## src/rtl/bat_pkg.sv

```systemverilog
package bat_pkg;

  // table geometry
  localparam int MAX_BLOCKS = 64;
  localparam int IDX_W      = $clog2(MAX_BLOCKS);
  localparam int CNT_W      = $clog2(MAX_BLOCKS + 1);

  // command codes
  localparam logic [2:0] CMD_ALLOC      = 3'd0;
  localparam logic [2:0] CMD_MARK_END   = 3'd1;
  localparam logic [2:0] CMD_READ_LINK  = 3'd2;
  localparam logic [2:0] CMD_FREE_BLOCK = 3'd3;
  localparam logic [2:0] CMD_FREE_CHAIN = 3'd4;

  // result status codes
  localparam logic [1:0] STS_OK      = 2'd0;
  localparam logic [1:0] STS_FULL    = 2'd1;
  localparam logic [1:0] STS_BAD_IDX = 2'd2;

  // entry kinds
  localparam logic [1:0] KIND_FREE  = 2'd0;
  localparam logic [1:0] KIND_END   = 2'd1;
  localparam logic [1:0] KIND_ALLOC = 2'd2;
  localparam logic [1:0] KIND_LINK  = 2'd3;

  // configuration register indexes
  localparam logic CFG_BLOCKS_IN_USE = 1'b0;
  localparam logic CFG_BLOCK_BYTES   = 1'b1;

  typedef struct packed {
    logic [2:0] cmd;
    logic [5:0] block_index;
    logic       link_previous;
  } in_word_t;

  typedef struct packed {
    logic [1:0]  status;
    logic [5:0]  result_block;
    logic [13:0] byte_address;
    logic [1:0]  entry_kind;
    logic [5:0]  link_target;
    logic [6:0]  freed_count;
  } out_word_t;

  typedef enum logic [3:0] {
    ST_IDLE,
    ST_DECODE,
    ST_SCAN_RD,
    ST_SCAN_CHK,
    ST_LINK_WR,
    ST_FREE_RD,
    ST_FREE_WR,
    ST_CHAIN_RD,
    ST_CHAIN_CHK,
    ST_RPT_RD,
    ST_RPT,
    ST_RPT_NONE
  } state_t;

  typedef enum logic [1:0] {
    BLK_ZERO,
    BLK_IDX,
    BLK_PTR
  } blk_sel_t;

  // controller to datapath
  typedef struct packed {
    logic       load;
    logic       rd_en;
    logic       rd_sel_idx;
    logic       wr_en;
    logic       wr_sel_idx;
    logic [1:0] wr_kind;
    logic       ptr_inc;
    logic       ptr_from_idx;
    logic       ptr_from_link;
    logic       cnt_inc;
    logic       out_load;
    logic [1:0] out_status;
    blk_sel_t   out_blk_sel;
    logic       out_show;
  } dp_ctl_t;

  // datapath to controller
  typedef struct packed {
    logic [2:0] cmd;
    logic       link_prev;
    logic       idx_oor;
    logic       ptr_end;
    logic       cnt_end;
    logic [1:0] rd_kind;
    logic       link_oor;
    logic       out_free;
  } dp_sts_t;

endpackage

```

## src/rtl/bat_dp.sv

```systemverilog
module bat_dp import bat_pkg::*; (
  input  logic       clk,
  input  logic       rst_n,
  input  dp_ctl_t    ctl,
  output dp_sts_t    sts,
  input  in_word_t   in_data,
  input  logic [6:0] blocks_in_use,
  input  logic [7:0] block_bytes,
  output logic       out_valid,
  input  logic       out_stall,
  output out_word_t  out_data
);

  // table store: kind in the top two bits, link below
  logic [7:0]            mem [MAX_BLOCKS];
  logic [MAX_BLOCKS-1:0] valid_r;

  logic [2:0]       cmd_r;
  logic [IDX_W-1:0] idx_r;
  logic             link_r;
  logic [CNT_W-1:0] ptr_r, ptr_nxt;
  logic [CNT_W-1:0] cnt_r, cnt_nxt;
  logic [7:0]       rd_q_r;
  logic             rd_vld_r;
  logic             out_valid_r, out_valid_nxt;
  out_word_t        out_data_r;

  logic [CNT_W-1:0] n_w;
  logic [IDX_W-1:0] rd_addr, wr_addr;
  logic [1:0]       rd_kind;
  logic [IDX_W-1:0] rd_link;
  logic [IDX_W-1:0] blk;
  logic [13:0]      prod;

  // usable entry count
  assign n_w = (blocks_in_use > CNT_W'(MAX_BLOCKS)) ? CNT_W'(MAX_BLOCKS) : blocks_in_use;

  assign rd_addr = ctl.rd_sel_idx ? idx_r : ptr_r[IDX_W-1:0];
  assign wr_addr = ctl.wr_sel_idx ? idx_r : ptr_r[IDX_W-1:0];
  assign rd_kind = rd_vld_r ? rd_q_r[7:6] : KIND_FREE;
  assign rd_link = rd_q_r[IDX_W-1:0];

  // item capture
  always_ff @(posedge clk) begin
    if (ctl.load) begin
      cmd_r  <= in_data.cmd;
      idx_r  <= in_data.block_index;
      link_r <= in_data.link_previous;
    end
  end

  // walk pointer and freed counter
  always_comb begin
    ptr_nxt = ptr_r;
    cnt_nxt = cnt_r;
    if (ctl.load) begin
      ptr_nxt = '0;
      cnt_nxt = '0;
    end else begin
      if (ctl.ptr_from_idx) begin
        ptr_nxt = {1'b0, idx_r};
      end else if (ctl.ptr_from_link) begin
        ptr_nxt = {1'b0, rd_link};
      end else if (ctl.ptr_inc) begin
        ptr_nxt = ptr_r + 1'b1;
      end
      if (ctl.cnt_inc) begin
        cnt_nxt = cnt_r + 1'b1;
      end
    end
  end

  always_ff @(posedge clk) begin
    ptr_r <= ptr_nxt;
    cnt_r <= cnt_nxt;
  end

  // table memory, registered read
  always_ff @(posedge clk) begin
    if (ctl.wr_en) begin
      mem[wr_addr] <= {ctl.wr_kind, ptr_r[IDX_W-1:0]};
    end
    if (ctl.rd_en) begin
      rd_q_r   <= mem[rd_addr];
      rd_vld_r <= valid_r[rd_addr];
    end
  end

  // written flags, an unwritten entry reads as free
  always_ff @(posedge clk) begin
    if (!rst_n) begin
      valid_r <= '0;
    end else if (ctl.wr_en) begin
      valid_r[wr_addr] <= 1'b1;
    end
  end

  // result word
  always_comb begin
    unique case (ctl.out_blk_sel)
      BLK_IDX: blk = idx_r;
      BLK_PTR: blk = ptr_r[IDX_W-1:0];
      default: blk = '0;
    endcase
  end

  assign prod = {8'b0, blk} * {6'b0, block_bytes};

  assign out_valid_nxt = ctl.out_load ? 1'b1 : (out_valid_r && out_stall);

  always_ff @(posedge clk) begin
    if (!rst_n) begin
      out_valid_r <= 1'b0;
    end else begin
      out_valid_r <= out_valid_nxt;
    end
  end

  always_ff @(posedge clk) begin
    if (ctl.out_load) begin
      out_data_r.status       <= ctl.out_status;
      out_data_r.result_block <= blk;
      out_data_r.byte_address <= prod;
      out_data_r.entry_kind   <= ctl.out_show ? rd_kind : KIND_FREE;
      out_data_r.link_target  <= (ctl.out_show && rd_kind == KIND_LINK) ? rd_link : '0;
      out_data_r.freed_count  <= ctl.out_show ? cnt_r : '0;
    end
  end

  assign out_valid = out_valid_r;
  assign out_data  = out_data_r;

  // status to controller
  assign sts.cmd       = cmd_r;
  assign sts.link_prev = link_r;
  assign sts.idx_oor   = {1'b0, idx_r} >= n_w;
  assign sts.ptr_end   = ptr_r >= n_w;
  assign sts.cnt_end   = cnt_r >= n_w;
  assign sts.rd_kind   = rd_kind;
  assign sts.link_oor  = {1'b0, rd_link} >= n_w;
  assign sts.out_free  = !out_valid_r || !out_stall;

`ifndef NO_ASSERTIONS
  a_single_port: assert property (@(posedge clk) disable iff (!rst_n)
    !(ctl.rd_en && ctl.wr_en))
    else $error("table read and write in one cycle");

  a_alloc_free_entry: assert property (@(posedge clk) disable iff (!rst_n)
    (ctl.wr_en && ctl.wr_kind == KIND_ALLOC) |-> (rd_kind == KIND_FREE))
    else $error("allocation of an entry that is not free");

  a_out_hold: assert property (@(posedge clk) disable iff (!rst_n)
    (out_valid && out_stall) |=> (out_valid && $stable(out_data)))
    else $error("stalled result word changed");
`endif

endmodule

```

## src/rtl/bat_ctrl.sv

```systemverilog
module bat_ctrl import bat_pkg::*; (
  input  logic    clk,
  input  logic    rst_n,
  input  logic    in_valid,
  output logic    in_stall,
  output dp_ctl_t ctl,
  input  dp_sts_t sts
);

  state_t state_r, state_nxt;
  logic   names_idx;

  assign names_idx = (sts.cmd != CMD_ALLOC) || sts.link_prev;

  // state register
  always_ff @(posedge clk) begin
    if (!rst_n) begin
      state_r <= ST_IDLE;
    end else begin
      state_r <= state_nxt;
    end
  end

  assign in_stall = (state_r != ST_IDLE);

  // next state and datapath commands
  always_comb begin
    state_nxt       = state_r;
    ctl             = '0;
    ctl.out_blk_sel = BLK_ZERO;
    ctl.out_status  = STS_OK;
    unique case (state_r)
      ST_IDLE: begin
        if (in_valid) begin
          ctl.load  = 1'b1;
          state_nxt = ST_DECODE;
        end
      end
      ST_DECODE: begin
        if (sts.cmd > CMD_FREE_CHAIN || (names_idx && sts.idx_oor)) begin
          state_nxt = ST_RPT_NONE;
        end else begin
          unique case (sts.cmd)
            CMD_ALLOC: state_nxt = ST_SCAN_RD;
            CMD_MARK_END: begin
              ctl.wr_en      = 1'b1;
              ctl.wr_sel_idx = 1'b1;
              ctl.wr_kind    = KIND_END;
              state_nxt      = ST_RPT_RD;
            end
            CMD_READ_LINK:  state_nxt = ST_RPT_RD;
            CMD_FREE_BLOCK: state_nxt = ST_FREE_RD;
            default: begin
              ctl.ptr_from_idx = 1'b1;
              state_nxt        = ST_CHAIN_RD;
            end
          endcase
        end
      end
      // lowest free entry search
      ST_SCAN_RD: begin
        if (sts.ptr_end) begin
          state_nxt = ST_RPT_NONE;
        end else begin
          ctl.rd_en = 1'b1;
          state_nxt = ST_SCAN_CHK;
        end
      end
      ST_SCAN_CHK: begin
        if (sts.rd_kind == KIND_FREE) begin
          ctl.wr_en   = 1'b1;
          ctl.wr_kind = KIND_ALLOC;
          state_nxt   = sts.link_prev ? ST_LINK_WR : ST_RPT_RD;
        end else begin
          ctl.ptr_inc = 1'b1;
          state_nxt   = ST_SCAN_RD;
        end
      end
      ST_LINK_WR: begin
        ctl.wr_en      = 1'b1;
        ctl.wr_sel_idx = 1'b1;
        ctl.wr_kind    = KIND_LINK;
        state_nxt      = ST_RPT_RD;
      end
      // single block free
      ST_FREE_RD: begin
        ctl.rd_en      = 1'b1;
        ctl.rd_sel_idx = 1'b1;
        state_nxt      = ST_FREE_WR;
      end
      ST_FREE_WR: begin
        ctl.cnt_inc    = (sts.rd_kind != KIND_FREE);
        ctl.wr_en      = 1'b1;
        ctl.wr_sel_idx = 1'b1;
        ctl.wr_kind    = KIND_FREE;
        state_nxt      = ST_RPT_RD;
      end
      // chain walk, bounded by the usable count
      ST_CHAIN_RD: begin
        if (sts.cnt_end) begin
          state_nxt = ST_RPT_RD;
        end else begin
          ctl.rd_en = 1'b1;
          state_nxt = ST_CHAIN_CHK;
        end
      end
      ST_CHAIN_CHK: begin
        if (sts.rd_kind == KIND_FREE) begin
          state_nxt = ST_RPT_RD;
        end else begin
          ctl.wr_en   = 1'b1;
          ctl.wr_kind = KIND_FREE;
          ctl.cnt_inc = 1'b1;
          if (sts.rd_kind != KIND_LINK || sts.link_oor) begin
            state_nxt = ST_RPT_RD;
          end else begin
            ctl.ptr_from_link = 1'b1;
            state_nxt         = ST_CHAIN_RD;
          end
        end
      end
      // fetch the reported entry
      ST_RPT_RD: begin
        ctl.rd_en      = 1'b1;
        ctl.rd_sel_idx = (sts.cmd != CMD_ALLOC);
        state_nxt      = ST_RPT;
      end
      ST_RPT: begin
        ctl.out_blk_sel = (sts.cmd == CMD_ALLOC) ? BLK_PTR : BLK_IDX;
        ctl.out_show    = 1'b1;
        if (sts.out_free) begin
          ctl.out_load = 1'b1;
          state_nxt    = ST_IDLE;
        end
      end
      // unknown command, bad index or full table
      ST_RPT_NONE: begin
        if (sts.cmd > CMD_FREE_CHAIN) begin
          ctl.out_status = STS_OK;
        end else if (names_idx && sts.idx_oor) begin
          ctl.out_status  = STS_BAD_IDX;
          ctl.out_blk_sel = BLK_IDX;
        end else begin
          ctl.out_status = STS_FULL;
        end
        if (sts.out_free) begin
          ctl.out_load = 1'b1;
          state_nxt    = ST_IDLE;
        end
      end
      default: state_nxt = ST_IDLE;
    endcase
  end

`ifndef NO_ASSERTIONS
  a_load_idle: assert property (@(posedge clk) disable iff (!rst_n)
    ctl.load |-> state_r == ST_IDLE)
    else $error("item taken while busy");

  a_out_room: assert property (@(posedge clk) disable iff (!rst_n)
    ctl.out_load |-> sts.out_free)
    else $error("result written over a waiting word");

  a_check_after_read: assert property (@(posedge clk) disable iff (!rst_n)
    (state_r == ST_SCAN_CHK || state_r == ST_CHAIN_CHK) |-> $past(ctl.rd_en))
    else $error("entry checked without a read");
`endif

endmodule

```

## src/rtl/block_allocation_table_top.sv

```systemverilog
// steps from accept to result taken: bad index or unknown command, decode and no-result
// report; mark end and read link, decode, report read and report; free block adds an
// entry read and write; allocate reads and checks each entry scanned, writes the link
// when linking; free chain reads and checks each entry visited, plus a read state when
// the usable count ends the walk; one word at a time, the single port table serialises
// each walk; next word accepted in idle; reset: synchronous, table all free
module block_allocation_table_top import bat_pkg::*; (
  input  logic      clk,
  input  logic      rst_n,
  input  logic      in_valid,
  output logic      in_stall,
  input  in_word_t  in_data,
  output logic      out_valid,
  input  logic      out_stall,
  output out_word_t out_data,
  input  logic      cfg_we,
  input  logic      cfg_index,
  input  logic [7:0] cfg_wdata
);

  logic [6:0] blocks_in_use_r;
  logic [7:0] block_bytes_r;
  dp_ctl_t    ctl;
  dp_sts_t    sts;

  // configuration registers
  always_ff @(posedge clk) begin
    if (!rst_n) begin
      blocks_in_use_r <= 7'd40;
      block_bytes_r   <= 8'd1;
    end else if (cfg_we) begin
      unique case (cfg_index)
        CFG_BLOCKS_IN_USE: blocks_in_use_r <= cfg_wdata[6:0];
        CFG_BLOCK_BYTES:   block_bytes_r   <= cfg_wdata;
        default: ;
      endcase
    end
  end

  bat_ctrl u_ctrl (
    .clk      (clk),
    .rst_n    (rst_n),
    .in_valid (in_valid),
    .in_stall (in_stall),
    .ctl      (ctl),
    .sts      (sts)
  );

  bat_dp u_dp (
    .clk           (clk),
    .rst_n         (rst_n),
    .ctl           (ctl),
    .sts           (sts),
    .in_data       (in_data),
    .blocks_in_use (blocks_in_use_r),
    .block_bytes   (block_bytes_r),
    .out_valid     (out_valid),
    .out_stall     (out_stall),
    .out_data      (out_data)
  );

endmodule

```

## config.mk

```make
export PLATFORM = sky130hd
export DESIGN_NAME = block_allocation_table_top
export DESIGN_NICKNAME = d
export VERILOG_FILES = /design/src/rtl/bat_pkg.sv /design/src/rtl/bat_dp.sv /design/src/rtl/bat_ctrl.sv /design/src/rtl/block_allocation_table_top.sv
export SDC_FILE = /design/constraint.sdc
export NUM_CORES = 1
export LEC_CHECK = 0
export BUFFER_PORTS_ARGS = -buffer_cell sky130_fd_sc_hd__buf_2
export CAP_MARGIN = 25
export CORE_ASPECT_RATIO = 0.7
export CORE_UTILIZATION = 40
export DETAILED_ROUTE_END_ITERATION = 8
export PLACE_DENSITY_LB_ADDON = 0.25
export SYNTH_ARGS = -nofsm -noshare
export SYNTH_HDL_FRONTEND = slang
export SYNTH_SLANG_ARGS = --single-unit
```

## constraint.sdc

```tcl
create_clock -name clk -period 8.7 [get_ports clk]
set_input_delay 1.305 -clock clk [delete_from_list [all_inputs] [get_ports clk]]
set_output_delay 1.305 -clock clk [all_outputs]
set_load 0.05 [all_outputs]
```

==> impl_summary.md <==
Outcome
The flow ran to the end, and the final reports show no timing, DRC or antenna violations.

Global routing
The first global-routing pass estimated approximately 110000 um of wire. The aggregate global-route resource usage is 0.209. Entering global routing, the biggest net connects ~160 pins. The via count of the first global-routing pass is 18.1k. The total overflow reported by the global router is 0. The number of antenna violations at the first check in global routing is 1.

Final layout
In the layout the commonest cells are 568 x sky130_fd_sc_hd__edfxtp_1, 531 x sky130_fd_sc_hd__nand2_1, 166 x sky130_fd_sc_hd__a21oi_1. The number of nets at the end of the flow is 2514. The cell area after layout is ~0.032 mm2. In the final layout, the share of cells above drive strength 1 is 0.106. Compared with the post-synthesis result, the final layout area differs by 12.7%.

The most frequent standard cell in the layout excluding fill and tap cells is sky130_fd_sc_hd__edfxtp_1.

Clock tree
The CTS H-tree depth is 2. The clock passes through at most 3 buffers. After clock tree synthesis, the setup repair step added 0 buffers. TritonCTS built the clock tree.

Clock-pin slew was measured on the worst setup and hold paths at 60 ps. The clock sink count is around 670. The total CTS buffers is a little under 60.

For the worst-skew pair, the clock arrives at the later sink with an insertion delay of 620 ps. The total of cells resized after clock tree synthesis is 0. The buffer type at the clock tree root is sky130_fd_sc_hd__clkbuf_16. Hold repair after CTS inserted 0 buffers.

Die
The cell row count is 81. From left edge to right edge, the die measures approximately 320 um. The effective utilization at floorplan is 0.408.

63 I/O pins were placed. The area of the core is a little over 0.07 mm2. The overall die area is 0.0730 mm2. Measured along the y axis, the die boundary spans 226 um.

Power and ir drop
Dividing total power by cell area gives a power density of roughly 290 mW/mm2. The worst-case IR drop observed on VDD is 0.248 mV. After layout, the design draws a total of around 9300 uW. For this design the static power due to leakage is 0.0118 uW.

Route
The wire length reported by the detailed router is roughly 76000 um. The detailed-route DRC error count is 0. The violation count after the first detailed-route iteration is 2141. In the routed layout, each cell is associated on average with a via count of 5.59. The number of nets with antenna violations after routing is 0.

The number of iterations in the first detailed-routing pass is 7. Dividing the detail-routed wire length by the instance count gives between 20 and 25 um. The via total after detailed routing is 19.1k.

Synth
The summed instance area of the synthesized netlist is between 0.02 and 0.03 mm2. Synthesis produced approximately 2.3k cells. Yosys printed 0 warnings. The number of different library cells used by synthesis comes to 69. The fraction of the yosys area taken by sequential cells is 0.662. Counting flops with an async set or reset pin after synthesis yields a share of 0. The synthesized design contains 568 enable-type register cells. The synthesized design contains around 670 register bits.

The net count after synthesis is about 2.4k. In this run the mean area of a mapped cell was around 12 um2. The most used flip-flop cell after synthesis is sky130_fd_sc_hd__edfxtp_1.

Worst hold path
The end point of the most critical hold path is u_dp.valid_r[32]. The type of the most critical hold path is flip-flop to flip-flop. The worst min-delay path startpoint is u_dp.valid_r[32]. The cell depth of the worst hold path is 1.

Timing
The final setup slack of the worst path is roughly 1400 ps. The setup TNS after final layout is 0 ps. Dividing the final minimum period by the clock period gives 0.843. The number of pins with negative max-slew slack in the final report is 0. The slew at the pin with the worst max-slew slack is around 1100 ps. Headroom to the max-slew limit came out at 0.297. Setup repair after global routing left no endpoint under its margin. Static timing analysis puts the maximum clock frequency at around 0.14 GHz. The setup skew after layout is a little under 20 ps.

The time the worst path needs with I/O delays and setup is approximately 7300 ps. The total setup violations reported at the end of the flow is 0. The number of endpoints with negative hold slack in the final report came to 0.

Setup path
At the worst endpoint, the arrival time is approximately 7700 ps. The data required time at the worst endpoint is roughly 9100 ps. The worst register-to-register path ends at u_dp.out_data[28]. STA classifies the critical path startpoint as a flip-flop. The maximum fanout along the worst path is 13.

The capturing element type of the critical path is a flip-flop. In this run the critical register-to-register path is launched from u_dp.idx_r[0]. The critical path is of the flip-flop to flip-flop type. The flop-to-flop setup slack is ~1400 ps.

The logic depth of the worst register-to-register path is 26.

Place
Prior to clock tree synthesis, the placed netlist has a worst setup slack of 1530 ps. The weighted congestion at the end of routability-driven global placement is just under 0.9. Buffers placed on the I/O ports in this run total 62.

The placement-stage cell area is 0.0302 mm2. The half-perimeter wire length after detailed placement is around 48000 um.

Job
The count of maximum capacitance violations is 0.
## synthesized netlist by cell type (8+ instances only)
| master | n | area (um2) |
|---|---|---|
| sky130_fd_sc_hd__a21boi_0 | 14 | 105 |
| sky130_fd_sc_hd__a21o_1 | 15 | 113 |
| sky130_fd_sc_hd__a21oi_1 | 167 | 836 |
| sky130_fd_sc_hd__a31oi_1 | 69 | 432 |
| sky130_fd_sc_hd__a32oi_1 | 37 | 324 |
| sky130_fd_sc_hd__and2_1 | 40 | 250 |
| sky130_fd_sc_hd__and3_1 | 24 | 150 |
| sky130_fd_sc_hd__buf_1 | 18 | 67.6 |
| sky130_fd_sc_hd__buf_2 | 36 | 180 |
| sky130_fd_sc_hd__clkbuf_1 | 65 | 244 |
| sky130_fd_sc_hd__dfxtp_1 | 98 | 1960 |
| sky130_fd_sc_hd__edfxtp_1 | 568 | 17100 |
| sky130_fd_sc_hd__fa_1 | 25 | 500 |
| sky130_fd_sc_hd__ha_1 | 52 | 651 |
| sky130_fd_sc_hd__inv_1 | 52 | 195 |
| sky130_fd_sc_hd__mux2i_1 | 74 | 741 |
| sky130_fd_sc_hd__nand2_1 | 531 | 1990 |
| sky130_fd_sc_hd__nand2b_1 | 14 | 87.6 |
| sky130_fd_sc_hd__nand3_1 | 94 | 470 |
| sky130_fd_sc_hd__nand4_1 | 18 | 113 |
| sky130_fd_sc_hd__nor2_1 | 48 | 180 |
| sky130_fd_sc_hd__nor2b_1 | 11 | 68.8 |
| sky130_fd_sc_hd__nor3_1 | 13 | 65.1 |
| sky130_fd_sc_hd__nor4_1 | 19 | 119 |
| sky130_fd_sc_hd__o21a_1 | 70 | 526 |
| sky130_fd_sc_hd__o21ai_0 | 18 | 90.1 |
| sky130_fd_sc_hd__o22a_1 | 8 | 70.1 |
| sky130_fd_sc_hd__o22ai_1 | 19 | 119 |
| sky130_fd_sc_hd__o31a_1 | 9 | 78.8 |
| sky130_fd_sc_hd__xnor2_1 | 12 | 105 |
| sky130_fd_sc_hd__xor2_1 | 8 | 70.1 |
## logic make-up after synthesis
logic type | share of synthesized area
AOI/OAI and AO/OA | 0.109
xor gates and xnor gates | 0.00609
adders and majority gates | 0.0400
buffers and inverters | 0.0268
DFF | 0.662
muxes | 0.0262
and+or+nand+nor | 0.130
## critical path, stage by stage, from the launching register on
cell	delay (ps)
sky130_fd_sc_hd__edfxtp_1	710
sky130_fd_sc_hd__inv_1	260
sky130_fd_sc_hd__ha_1	330
sky130_fd_sc_hd__nand2b_1	110
sky130_fd_sc_hd__a21o_1	120
sky130_fd_sc_hd__a21oi_1	70
sky130_fd_sc_hd__o21ai_1	320
sky130_fd_sc_hd__o211ai_1	220
sky130_fd_sc_hd__nor2_1	200
sky130_fd_sc_hd__a21o_1	210
sky130_fd_sc_hd__ha_1	300
sky130_fd_sc_hd__a22oi_1	120
sky130_fd_sc_hd__nor2_1	600
sky130_fd_sc_hd__nand2_1	180
sky130_fd_sc_hd__fa_1	540
sky130_fd_sc_hd__fa_1	520
sky130_fd_sc_hd__fa_1	540
sky130_fd_sc_hd__inv_1	40
sky130_fd_sc_hd__ha_1	320
sky130_fd_sc_hd__nor2b_1	140
sky130_fd_sc_hd__o21ai_0	200
sky130_fd_sc_hd__a21boi_0	140
sky130_fd_sc_hd__o21ai_0	270
sky130_fd_sc_hd__a21oi_1	130
sky130_fd_sc_hd__o21ai_0	260
sky130_fd_sc_hd__nand2_1	80
sky130_fd_sc_hd__o311a_1	140
## cell type report
type | instances | area [um2]
fillers | 6319 | 38000
flip-flops and latches | 666 | 19000
multi-input cells | 1490 | 9070
clock buffers | 84 | 1670
well taps | 954 | 1190
repair buffers | 144 | 958
clock inverters | 27 | 293
inverters | 52 | 195
diodes | 1 | 2.50
## power by group
part	internal (uW)	switching, uW
sequential	3880	144
combinational	667	1940
clock	1520	1160
## metrics by stage
stage / hold slack (ps) / instances / utilization
after floorplan: 439 / 2337 / -
after global placement: 446 / 3264 / 0.428
after detailed placement: 452 / 3278 / 0.429
after CTS: 467 / 3389 / 0.457
after global routing: 479 / 3417 / 0.460
final: 464 / 3418 / 0.460
## state kept, by name, indices dropped and copies added, names as in the netlist
signal           count
u_dp.mem           512
u_dp.valid_r        64
u_dp.out_data       37
block_bytes_r        8
u_dp.rd_q_r          8
blocks_in_use_r      7
u_dp.cnt_r           7
u_dp.ptr_r           7
u_dp.idx_r           6
u_ctrl.state_r       4
u_dp.cmd_r           3
u_dp.link_r          1
u_dp.out_valid       1
u_dp.rd_vld_r        1
## layer usage
layer / wire [um] / up-vias / track usage
li1: - / 8764 / -
met4: 1030 / 0 / 0.0364
met1: 36300 / 9577 / 0.325
met5: 0 / - / 0
met3: 6570 / 85 / 0.0449
met2: 32500 / 689 / 0.300
## worst max-delay path by stage
stage	end	from	slack, ps	cells past startpoint
after floorplan	u_dp.out_data[28]	blocks_in_use_r[6]	2560	27
after global placement	u_dp.out_data[28]	u_dp.idx_r[0]	1730	27
after detailed placement	u_dp.out_data[28]	u_dp.idx_r[0]	1530	26
after CTS	u_dp.out_data[28]	u_dp.idx_r[0]	1480	26
after global routing	u_dp.out_data[28]	u_dp.idx_r[0]	810	26
final	u_dp.out_data[28]	u_dp.idx_r[0]	1370	26
Note: power is estimated with default switching activity, not from simulation.
